<file path="src/design/zfe_pkg.sv">
// ----------------------------------------------------------------------------
// zfe_pkg
// Types and constants of the Z-function engine.
// ----------------------------------------------------------------------------
package zfe_pkg;

   localparam int OP_W     = 2;
   localparam int CHAR_W   = 8;
   localparam int INDEX_W  = 10;
   localparam int VALUE_W  = 11;
   localparam int STATUS_W = 2;

   typedef enum logic [OP_W-1:0] {
      OP_APPEND = 2'd0,
      OP_FINISH = 2'd1,
      OP_READ   = 2'd2
   } op_type;

   typedef enum logic [STATUS_W-1:0] {
      ST_OK      = 2'd0,
      ST_FULL    = 2'd1,
      ST_RANGE   = 2'd2,
      ST_NOTDONE = 2'd3
   } status_type;

   typedef enum logic [1:0] {
      VAL_ZERO = 2'd0,
      VAL_LEN  = 2'd1,
      VAL_Z    = 2'd2
   } value_sel_type;

   typedef enum logic [2:0] {
      S_IDLE    = 3'd0,
      S_READ    = 3'd1,
      S_Z_START = 3'd2,
      S_Z_REUSE = 3'd3,
      S_Z_ISSUE = 3'd4,
      S_Z_CHECK = 3'd5
   } state_type;

   typedef struct packed {
      logic          append_we;
      logic          z_init;
      logic          z_rd_box;
      logic          z_rd_idx;
      logic          k_load;
      logic          txt_rd;
      logic          k_inc;
      logic          z_write;
      logic          rsp_load;
      value_sel_type rsp_sel;
      status_type    rsp_status;
   } cmd_type;

   typedef struct packed {
      logic rsp_free;
      logic computed;
      logic len_zero;
      logic full;
      logic idx_oor;
      logic i_done;
      logic ik_end;
      logic chars_eq;
   } stat_type;

endpackage

</file>
<file path="src/design/zfe_ctrl.sv">
// ----------------------------------------------------------------------------
// zfe_ctrl
// Sequencer: decodes request beats and steps the Z-box walk.
// ----------------------------------------------------------------------------
module zfe_ctrl
   import zfe_pkg::*;
(
   input  logic                clock,
   input  logic                reset,
   input  logic                req_valid,
   input  logic [OP_W-1:0]     req_op,
   output logic                req_stall,
   input  stat_type            stat,
   output cmd_type             cmd
);

   state_type state_ff, state_in;

   always_ff @(posedge clock) begin
      if (reset) begin
         state_ff <= S_IDLE;
      end else begin
         state_ff <= state_in;
      end
   end

   always_comb begin
      state_in  = state_ff;
      cmd       = '0;
      req_stall = 1'b1;
      case (state_ff)
         S_IDLE: begin
            req_stall = !stat.rsp_free;
            if (req_valid && stat.rsp_free) begin
               case (op_type'(req_op))
                  OP_APPEND: begin
                     if (stat.full) begin
                        cmd.rsp_load   = 1'b1;
                        cmd.rsp_sel    = VAL_ZERO;
                        cmd.rsp_status = ST_FULL;
                     end else begin
                        cmd.append_we = 1'b1;
                     end
                  end
                  OP_FINISH: begin
                     cmd.z_init = 1'b1;
                     if (stat.len_zero) begin
                        cmd.rsp_load   = 1'b1;
                        cmd.rsp_sel    = VAL_LEN;
                        cmd.rsp_status = ST_OK;
                     end else begin
                        state_in = S_Z_START;
                     end
                  end
                  OP_READ: begin
                     if (!stat.computed) begin
                        cmd.rsp_load   = 1'b1;
                        cmd.rsp_sel    = VAL_ZERO;
                        cmd.rsp_status = ST_NOTDONE;
                     end else if (stat.idx_oor) begin
                        cmd.rsp_load   = 1'b1;
                        cmd.rsp_sel    = VAL_ZERO;
                        cmd.rsp_status = ST_RANGE;
                     end else begin
                        cmd.z_rd_idx = 1'b1;
                        state_in     = S_READ;
                     end
                  end
                  default: begin
                  end
               endcase
            end
         end
         S_READ: begin
            cmd.rsp_load   = 1'b1;
            cmd.rsp_sel    = VAL_Z;
            cmd.rsp_status = ST_OK;
            state_in       = S_IDLE;
         end
         S_Z_START: begin
            if (stat.i_done) begin
               cmd.rsp_load   = 1'b1;
               cmd.rsp_sel    = VAL_LEN;
               cmd.rsp_status = ST_OK;
               state_in       = S_IDLE;
            end else begin
               cmd.z_rd_box = 1'b1;
               state_in     = S_Z_REUSE;
            end
         end
         S_Z_REUSE: begin
            cmd.k_load = 1'b1;
            state_in   = S_Z_ISSUE;
         end
         S_Z_ISSUE: begin
            if (stat.ik_end) begin
               cmd.z_write = 1'b1;
               state_in    = S_Z_START;
            end else begin
               cmd.txt_rd = 1'b1;
               state_in   = S_Z_CHECK;
            end
         end
         S_Z_CHECK: begin
            if (stat.chars_eq) begin
               cmd.k_inc = 1'b1;
               state_in  = S_Z_ISSUE;
            end else begin
               cmd.z_write = 1'b1;
               state_in    = S_Z_START;
            end
         end
         default: begin
            state_in = S_IDLE;
         end
      endcase
   end

endmodule

</file>
<file path="config.mk">
export PLATFORM = sky130hd
export DESIGN_NAME = zfe_ctrl
export DESIGN_NICKNAME = d
export VERILOG_FILES = /design/src/design/zfe_pkg.sv /design/src/design/zfe_ctrl.sv
export SDC_FILE = /design/constraint.sdc
export NUM_CORES = 1
export LEC_CHECK = 0
export ABC_AREA = 1
export BUFFER_PORTS_ARGS = -buffer_cell sky130_fd_sc_hd__clkbuf_2
export CAP_MARGIN = 0
export CORE_AREA = 8 8 45 47
export DETAILED_ROUTE_END_ITERATION = 16
export DIE_AREA = 0 0 53 55
export GPL_TIMING_DRIVEN = 0
export PLACE_DENSITY = 0.71
export SLEW_MARGIN = 10
export SYNTH_ARGS = -nofsm -noshare
export SYNTH_HDL_FRONTEND = slang
export SYNTH_SLANG_ARGS = --single-unit
</file>
<file path="constraint.sdc">
create_clock -name clock -period 1.3 [get_ports clock]
set_input_delay 0.13 -clock clock [delete_from_list [all_inputs] [get_ports clock]]
set_output_delay 0.13 -clock clock [all_outputs]
set_load 0.005 [all_outputs]
</file>
* Word-level counts from Yosys, hierarchy flattened
Index checks and enable logic that the tools add are counted.
** Storage, ports and cells
- Register bits after elaboration :: 3
- Word-level logic and storage cells :: 56
- Input port bits :: 13
- Output and inout bits :: 14
** Operators by class
- Mux-type cells :: 38
- Reduce and logical (&&, ||, !) cells :: 5
- Eq/ne operators :: 12
** Operator list (count)
- 2-to-1 mux 5 bit :: 6
- case mux 5 bit (3 select lines) :: 2
- 2-to-1 mux 1 bit :: 18
- 2-to-1 mux 3 bit :: 6
- case mux 3 bit (5 select lines) :: 1
- inequality test 3 bit (second input constant) :: 3
- equality test 3 x 2 -> 1 bit (second input constant) :: 2
- equality test 3 bit (second input constant) :: 2
- 2-to-1 mux 2 bit :: 3
- case mux 3 bit (2 select lines) :: 1
- AND reduction 5 bit :: 1
- equality test 3 x 1 -> 1 bit (second input constant) :: 1
- zero test 3 bit :: 1
- inequality test 3 x 1 -> 1 bit (second input constant) :: 1
- equality test 2 x 1 -> 1 bit (second input constant) :: 1
- equality test 2 bit (second input constant) :: 1
- zero test 2 bit :: 1
- inequality test 2 bit (second input constant) :: 1
- case mux 1 bit (2 select lines) :: 1
- logical AND 1 bit :: 1
- zero test 1 bit :: 1

* Logic depth before layout (Yosys ltp)
- Depth after elaboration :: 5
- Mapped depth :: 8
- Gate-level depth less buffers :: 8

* Worst setup path after synthesis
No wires, ideal clock.
- Path type :: flip-flop to flip-flop
- Start :: register state_ff[1]
- End :: register state_ff[1]
- Stages on the path, launching flop included :: 6
- Setup time :: 0.064 ns
- Clock period less this slack :: 1.170 ns
- Arrival :: 1.106 ns
- Required time :: 1.236 ns
- Path buffers :: 0
- Setup slack :: 0.130 ns
- Path through :: dfxtp_1 > inv_1 > ha_1 > a21oi_1 > nand2_1 > nor2_1
** Between the ends
- Cells in the longest elaborated chain, start to end :: 3
- Elaborated cells on any way between the ends :: 12
- Those cells by class :: eq/ne (9); mux (1); reduce/logical (2)
** Ends and longest elaborated chain
- start, declared :: line zfe_ctrl.sv:17 : state_type state_ff, state_in;
- start signal, assigned :: line zfe_ctrl.sv:23 : state_ff <= state_in;
- zero test 3 bit :: line zfe_ctrl.sv:31 : case (state_ff)
- inequality test 3 x 1 -> 1 bit (no line) (tied with other cells)
- AND reduction 5 bit (no line)
Parallel ways exist; a longest one is shown, timed or not.
A chain may end at the register's enable or synchronous reset.

==> summary.txt <==
Max-Slew Margin vs Limit = 85.4%
Clk pwr share = 44.4%
clock skew = 14.1 ps
met2 Resource Use GR = 15.8%
register area share after synthesis = 15.1%
Most Crowded Layer GR = met2
post-synthesis cell count = 67
Mean Syn Cell Area = 5.92 um^2
Routed Wire Length = 1.45 mm
DR vias = 583
share of post-route cells with drive strength above 1 = 53.7%
Fillers = 142
outcome = finished, violations left
Power Density = 561 nW/um^2
first drt pass iteration count = 4
Largest regs = state_ff x3
leakage power = 0.000413 uW
worst hold slack = 146 ps
GRT overflow = 0
Die Span X = 53 um
most flop-heavy register = state_ff
CP Launch Type = flop
Synth cell types = 19
combinational share of power = 31.8%
Clk Latency, worst-skew pair = 240 ps
WL per Instance = 11.7 um
switch share = 33.0%
gr usage total = 9.06%
Cell Count, Final, Fillers Out = 124
# diodes = 0
CP Data Arrival Time = 1280 ps
total nets after synthesis = 81
Register Area = 71.3 um^2
vias per cell = 4.70
Area Growth Syn to Fin = 75.7%
Clk Tree Root Cell = clkbuf_4
CTS H-tree depth = 1
setup TNS = -565 ps
initial drt markers = 16
fin worst setup slack = -111 ps
CTS max path bufs = 2
synthesized area = 397 um^2
vias in the first global route = 519
Initial Util = 28.7%
worst slew pin tran = 217 ps
largest net degree at the start of global routing = 8
Final Setup Violations = 8
CP Capture Type = primary output
sequential power share = 23.8%
number of remaining DRC errors = 0
Sink Count = 3
fin area = 697 um^2
Max VDD drop = 0.590 mV
hpwl dp = 1.04 mm
Hold WC Path Type = in -> reg
M3 GR Usage = 3.21%
CP max FO = 4
Req. time, crit path = 1170 ps
first-pass GRT wire length = 2.10 mm
RSZ-0062 raised after global routing = yes
die footprint = 2920 um^2
Area after DPL = 547 um^2
TritonCTS buffer count = 3
Final ANT Viol Nets = 0
nets@finish = 123
GP Congestion = 0.854
placeable core region = 1380 um^2
height of the die = 55 um
IO buf count = 26
fin. max-slew vios = 0
Fmax = 0.709 GHz
Worst-path clk slew = 50 ps
cell internal pwr = 262 uW
antenna violations before repair = 0
Multi-input gate area = 302 um^2
placed cell count = 109
# hold bufs at CTS = 0
final period utilization = 109%
failing checks = negative setup slack
Row Count = 14
synthesized flop and latch total = 3
CTS tree = done
max reg flops = 3
# IOs = 27
Sw Pwr = 129 uW
Max-Cap Viols = 0
final-report hold violation count = 0
Period minus WS final = 1410 ps
kind of critical path = reg -> out
GR Util met1 = 10.3%
warnings from Yosys = 0
[cells by family (layout without fill, tap and decap cells)]
group	count (synthesis)	in the layout	share of synthesized area (%)
adder cells (fa/ha/maj)	1	1	3.15
AND/OR/NAND/NOR	45	45	62.8
AO/OA/AOI/OAI	4	4	5.05
flip-flops	3	3	15.1
buffers and inverters	14	55	13.9
[what timing repair did]
| action | CTS | global route |
|---|---|---|
| setup endpoints to repair | 8 | 11 |
| pin swaps | 2 | 3 |
| setup buffers | 6 | 5 |
| gates resized for setup | 7 | 14 |
[final timing paths]
kind	from	slack [ps]	to	depth (start not counted)
min	reset	150	state_ff[2]	4
min reg2reg	state_ff[1]	680	state_ff[2]	4
max reg2reg	state_ff[2]	60	state_ff[1]	7
max	state_ff[1]	-110	cmd[2]	8
[layout by cell type (no fill, tap or decap)]
cell      count
buf_2         6
nand3_4       1
inv_2         2
nor4_2        1
dfxtp_4       3
nor3_2        1
nor3_1        2
nand4_1       2
buf_4        10
nand2_1      13
inv_4         1
a21oi_2       1
nand2_2       2
clkbuf_4      3
buf_6         2
nand3b_1      2
ha_1          1
nor2_1        7
inv_1        11
o21ai_0       1
nor2_2        1
nand2_4       1
clkbuf_2     19
nand3_2       1
o21ai_2       1
a21oi_1       1
nor2_4        2
clkbuf_1      1
nand3_1       8
and2_1        1
[critical path: stages, from the launching register on]
cell,delay (ps)
dfxtp_4,360
nor2_4,120
nand2_4,70
inv_4,80
nand3_4,100
nor2_4,110
nand2_2,50
nand2_2,50
buf_6,90
[power by group through the flow]
stage                     clock network, uW  registers [uW]  logic [uW]
after detailed placement                  0            99.4         101
after global placement                    0            99.4        99.0
final                                   174            93.1         124
after floorplan                           0            98.9        55.8
after CTS                               172            96.3         110
after global routing                    184            93.3         137
[per-stage QoR]
stage | setup WS, ps | util, % | total power [uW]
CTS | -118 | 45.6 | 378
global placement | 31.3 | 39.5 | 198
floorplan | 130 | - | 155
detailed placement | 20.9 | 39.5 | 201
finish | -111 | 50.4 | 391
global route | -188 | 50.4 | 414
[per-layer routing]
metal,part of all wire [%],up-vias
met5,0,-
li1,-,298
met2,51,23
met1,40,260
met3,7.3,2
met4,1.1,0
[Yosys cell counts]
| master | count | area (um^2) |
|---|---|---|
| ha_1 | 1 | 12.5 |
| a21oi_1 | 2 | 10.0 |
| nand3_1 | 9 | 45.0 |
| and2_1 | 1 | 6.26 |
| dfxtp_1 | 3 | 60.1 |
| nor2_4 | 2 | 22.5 |
| nand2_4 | 1 | 11.3 |
| nor3_1 | 3 | 15.0 |
| nand4_1 | 2 | 12.5 |
| nand2_1 | 13 | 48.8 |
| nand2_2 | 2 | 12.5 |
| nand3b_1 | 2 | 15.0 |
| nor4_2 | 1 | 12.5 |
| nor2_1 | 8 | 30.0 |
| inv_2 | 1 | 3.75 |
| o21ai_0 | 2 | 10.0 |
| inv_1 | 12 | 45.0 |
| inv_4 | 1 | 6.26 |
| nand3_4 | 1 | 17.5 |
[cell type report]
cell class                      instances  share of cell area, %
Tap cell                               16                   2.87
Inverter                               14                   7.90
Multi-Input combinational cell         50                   43.3
Sequential cell                         3                   10.2
Timing Repair Buffer                   37                   32.0
Clock buffer                            4                   3.77
No activity file was read; power rests on OpenSTA's default activity.
